`src/rtl/core/voxel_grid_first_point_filter_assert.svh`:
```
// assertion macros shared by the voxel grid filter rtl
// no dependencies; define NO_ASSERTIONS to compile them out
`ifndef VOXEL_GRID_FIRST_POINT_FILTER_ASSERT_SVH
`define VOXEL_GRID_FIRST_POINT_FILTER_ASSERT_SVH
`ifndef NO_ASSERTIONS
`define VGFP_ASSERT(label, clk, rst_n, prop) \
  label: assert property (@(posedge clk) disable iff (!rst_n) prop) \
    else $error("assertion failed");
`define VGFP_ASSERT_NR(label, clk, prop) \
  label: assert property (@(posedge clk) prop) else $error("assertion failed");
`else
`define VGFP_ASSERT(label, clk, rst_n, prop)
`define VGFP_ASSERT_NR(label, clk, prop)
`endif
`endif

```
`src/rtl/core/vgfp_ram.sv`:
```
// generic single write, single read ram with registered read data
// no dependencies
module vgfp_ram #(
  parameter int WIDTH = 8,
  parameter int DEPTH = 16
) (
  input  logic                     clk_i,
  input  logic                     we_i,
  input  logic [$clog2(DEPTH)-1:0] waddr_i,
  input  logic [WIDTH-1:0]         wdata_i,
  input  logic                     re_i,
  input  logic [$clog2(DEPTH)-1:0] raddr_i,
  output logic [WIDTH-1:0]         rdata_o
);
  logic [WIDTH-1:0] mem_q [DEPTH];

  always_ff @(posedge clk_i) begin
    if (we_i) begin
      mem_q[waddr_i] <= wdata_i;
    end
    if (re_i) begin
      rdata_o <= mem_q[raddr_i];
    end
  end
endmodule

```
`config.mk`:
```
export PLATFORM = sky130hd
export DESIGN_NAME = vgfp_ram
export DESIGN_NICKNAME = d
export VERILOG_FILES = /design/src/rtl/core/voxel_grid_first_point_filter_assert.svh /design/src/rtl/core/vgfp_ram.sv
export SDC_FILE = /design/constraint.sdc
export NUM_CORES = 1
export LEC_CHECK = 0
export BUFFER_PORTS_ARGS = -buffer_cell sky130_fd_sc_hd__buf_2
export CORE_MARGIN = 10
export CORE_UTILIZATION = 35
export DETAILED_ROUTE_END_ITERATION = 12
export PLACE_DENSITY = 0.58
export SETUP_SLACK_MARGIN = 0.1
export SLEW_MARGIN = 15
export SYNTH_ARGS = -nofsm -noshare
export SYNTH_HDL_FRONTEND = slang
export SYNTH_SLANG_ARGS = --single-unit
```
`constraint.sdc`:
```
create_clock -name clk_i -period 3.5 [get_ports clk_i]
set_clock_uncertainty 0.15 [all_clocks]
set_input_delay 0.35 -clock clk_i [delete_from_list [all_inputs] [get_ports clk_i]]
set_output_delay 0.35 -clock clk_i [all_outputs]
set_load 0.01 [all_outputs]
```
---- Yosys cells after proc, flatten, opt, wreduce, memory -nomap -nowiden ----
Memory sizes are Yosys's and may differ from the RTL's. A register that Yosys moved wholly into a read port is not among the register bits.
Index checks and enable logic that the tools add are counted.
storage, ports and cells
  register bits ........................... 0
  memory bits (writable) .................. 128
  input port bits ......................... 19
  output and inout port bits .............. 8
  memories kept ........................... 1
  logic and storage cells ................. 3
memory list
  memory  depth  width  read ports  clocked after Yosys merged registers in  wr ports  line            source
  mem_q   16     8      1           1                                        1         vgfp_ram.sv:15  logic [WIDTH-1:0] mem_q [DEPTH];
operators by class
  multiplexer cells ....................... 2
operators with widths
  cell    number
  $mux 1  2

---- Logic depth before layout (Yosys ltp) ----
  depth in word-level cells ............... 2
  gate-level depth with buffers ........... 5
  mapped depth without buffers ............ 3

---- Worst setup path after synthesis ----
Ideal clock, no wire load.
  path kind ............................... input to register
  from .................................... input port waddr_i[2]
  to ...................................... memory mem_q[0][0], enable pin
  slack ................................... 1507 ps
  path buffers ............................ 0
  required time ........................... 2967 ps
  library setup time ...................... 383 ps
  cell stages on the path ................. 2
  data arrival time ....................... 1460 ps
  path through ............................ or3b_2 nor3_1
RTL lines
  what                line            source
  start: declaration  vgfp_ram.sv:9   input logic [$clog2(DEPTH)-1:0] waddr_i,
  end: declaration    vgfp_ram.sv:15
No word-level cell before the write port.

==> out/summary.md <==
## Place
* final RePlAce weighted congestion: 0.751
* count of buffers from port buffering: 26
* detailed-placement wirelength estimate: 6590 µm
* worst setup slack before clock tree synthesis: 0.932 ns

## Critical path
* largest fanout on the critical path: 15
* arrival time at the worst endpoint: 2.06 ns
* WP data required: 3.50 ns
* classification of the worst setup path: in -> reg
* type of destination of the critical path: flop
* reg-to-reg setup timing slack: 1.83 ns
* kind of launch point of the worst setup path: primary input

## Yosys
* register area share after synthesis: 0.781
* syn avg cell area: 22.8 µm²
* Mapped Nets: 248
* number of library cell types mapped by synthesis: 18
* total number of yosys warnings: 0
* cell area after synthesis: 0.00523 mm²
* post-synthesis sequential element count: 136
* Synth Instances: 229

## Detailed routing
* total wire length: 10400 µm
* DR vias/cell: 5.12
* DR pass1 iterations: 7
* initial drt markers: 250
* DRC errors left: 0
* Final ANT Viol Nets: 0
* total number of vias: 2375
* wire length per cell after detailed routing: 22.3 µm

## Cells and area
* number of nets in the finished design: 289
* most frequent standard cell in the layout excluding fill and tap cells: edfxtp_1
* most frequent cells in the layout: edfxtp_1, buf_2, mux4_2
* area added between synthesis and finish: 15.6%
* fraction of layout cells with a size suffix above 1: 0.254

## STA
* unrepaired setup endpoints after global routing: false
* Final Hold Viols: 0
* slew at the pin closest to its max-slew limit: 0.918 ns
* total negative slack: 0 ns
* minimum period implied by the final worst setup slack: 2.06 ns
* headroom to the max-slew limit: 0.386
* worst setup margin: 1.44 ns
* # setup viols final: 0
* part of the cycle the worst path needs: 0.589
* max-slew violations: 0
* maximum clock frequency: 485 MHz

## Clock tree
* setup fix buffers added after clock tree synthesis: 0
* register clock-pin slew on the reported worst setup and hold paths: 0.05 ns
* clock latency at the later pin of the worst-skew pair: 0.40 ns
* Inserted Clock Buffers: 17
* depth of the CTS H-tree: 4
* Root Driver: clkbuf_16
* total clock sinks: 136
* post-cts sizing count: 0
* TritonCTS clock tree: built
* CTS Buffer Depth: 2
* CTS Hold Buffers Added: 0

## Power and ir drop
* Seq pwr share: 0.522
* Switch Pwr: 0.692 mW
* Clock power frac: 0.431
* sw frac: 0.196
* worst vdd ir: 0.000388 V
* logic gate share of total power: 0.047
* design internal power: 2.84 mW
* power per unit of standard cell area: 585 mW/mm²
* total leakage power: 1.98 nW
* overall power consumption: 3.53 mW

## Floorplanning
* die footprint: 0.0202 mm²
* Placeable Area: 0.0146 mm²
* FP Rows: 44
* count of pins on the block boundary: 27
* DIE HEIGHT: 142 µm
* die width: 142 µm
* initial standard-cell utilization of the core: 0.358

## Flow run
* Max-Cap Viols: 0

## GRT
* largest net degree at the start of global routing: 33
* via count of the first global-routing pass: 2606
* wire length of the first global-routing pass: 15900 µm
* overall global routing resource usage: 0.108
* antenna violations before repair: 1
* aggregate global routing overflow: 0

## Min path
* kind of path behind the tightest hold check: in -> reg

## Outcome
* status: completed

cells in the mapped netlist, drive strengths merged:
| master | n | area, µm² |
|---|---|---|
| edfxtp | 136 | 4080 |
| mux4 | 32 | 773 |
| a22oi | 16 | 120 |
| nor2 | 13 | 48.8 |
| nand2 | 9 | 33.8 |
| buf | 7 | 56.3 |
| nor3 | 4 | 20.0 |
| clkdlybuf4s25 | 3 | 30.0 |
| nand2b | 2 | 12.5 |
| nand3b | 2 | 15.0 |
| and2 | 1 | 6.26 |
| and2b | 1 | 7.51 |
| nand3 | 1 | 5.00 |
| nor2b | 1 | 6.26 |
| or3b | 1 | 8.76 |
critical path, stage by stage:
cell	delay, ns
buf_2	0.43
buf_4	0.33
mux4_1	0.59
a22oi_1	0.28
nand2_1	0.08
cell families (layout without fill, tap and decap cells):
| family | count (synthesis) | count (layout) | share of synthesized area |
|---|---|---|---|
| AO/OA/AOI/OAI | 16 | 16 | 0.0230 |
| buffers and inverters | 10 | 60 | 0.0165 |
| flip-flops | 136 | 136 | 0.781 |
| multiplexers | 32 | 32 | 0.148 |
| other | 0 | 1 | 0 |
| AND/OR/NAND/NOR | 35 | 35 | 0.0314 |
layer usage:
| layer | track usage | share of wire | vias to the layer above |
|---|---|---|---|
| li1 | - | - | 1060 |
| met1 | 0.145 | 0.48 | 1251 |
| met2 | 0.159 | 0.46 | 57 |
| met3 | 0.0434 | 0.054 | 7 |
| met4 | 0.0258 | 0.0081 | 0 |
| met5 | 0 | 0 | - |
state kept, by name (all words and copies together), names as in the netlist:
signal and cells:
mem_q 128, rdata_o 8
metrics by stage:
stage / utilization / hold slack (ns) / instances / instance area [µm²]
floorplan: - / 0.299 / 229 / 5230
global placement: 0.380 / 0.587 / 435 / 5550
detailed placement: 0.380 / 0.581 / 435 / 5550
CTS: 0.414 / 0.166 / 463 / 6040
global route: 0.414 / 0.152 / 463 / 6040
finish: 0.414 / 0.164 / 464 / 6040
area by class of cell:
type                    instances  area (µm²)
flip-flops and latches        136        4080
clock inverters                 9        62.6
fillers                      1281        8540
multi-input cells              83        1060
diodes                          1        2.50
clock buffers                  19         433
well taps                     184         230
repair buffers                 32         175
worst paths after layout:
| kind | start | endpoint | depth (start not counted) |
|---|---|---|---|
| setup / recovery | raddr_i[0] | rdata_o[1] | 5 |
| hold / removal | re_i | rdata_o[6] | 1 |
| setup reg to reg | mem_q[8][7] | rdata_o[7] | 3 |
| hold reg to reg | mem_q[14][3] | rdata_o[3] | 3 |
power groups by stage:
stage | clock [mW] | combinational [mW] | sequential, mW
final | 1.52 | 0.165 | 1.85
after global routing | 1.64 | 0.182 | 1.85
after CTS | 1.54 | 0.170 | 1.85
after detailed placement | 0 | 0.170 | 1.88
after global placement | 0 | 0.166 | 1.88
after floorplan | 0 | 0.0926 | 1.88
(Power assumes the default switching activity.)
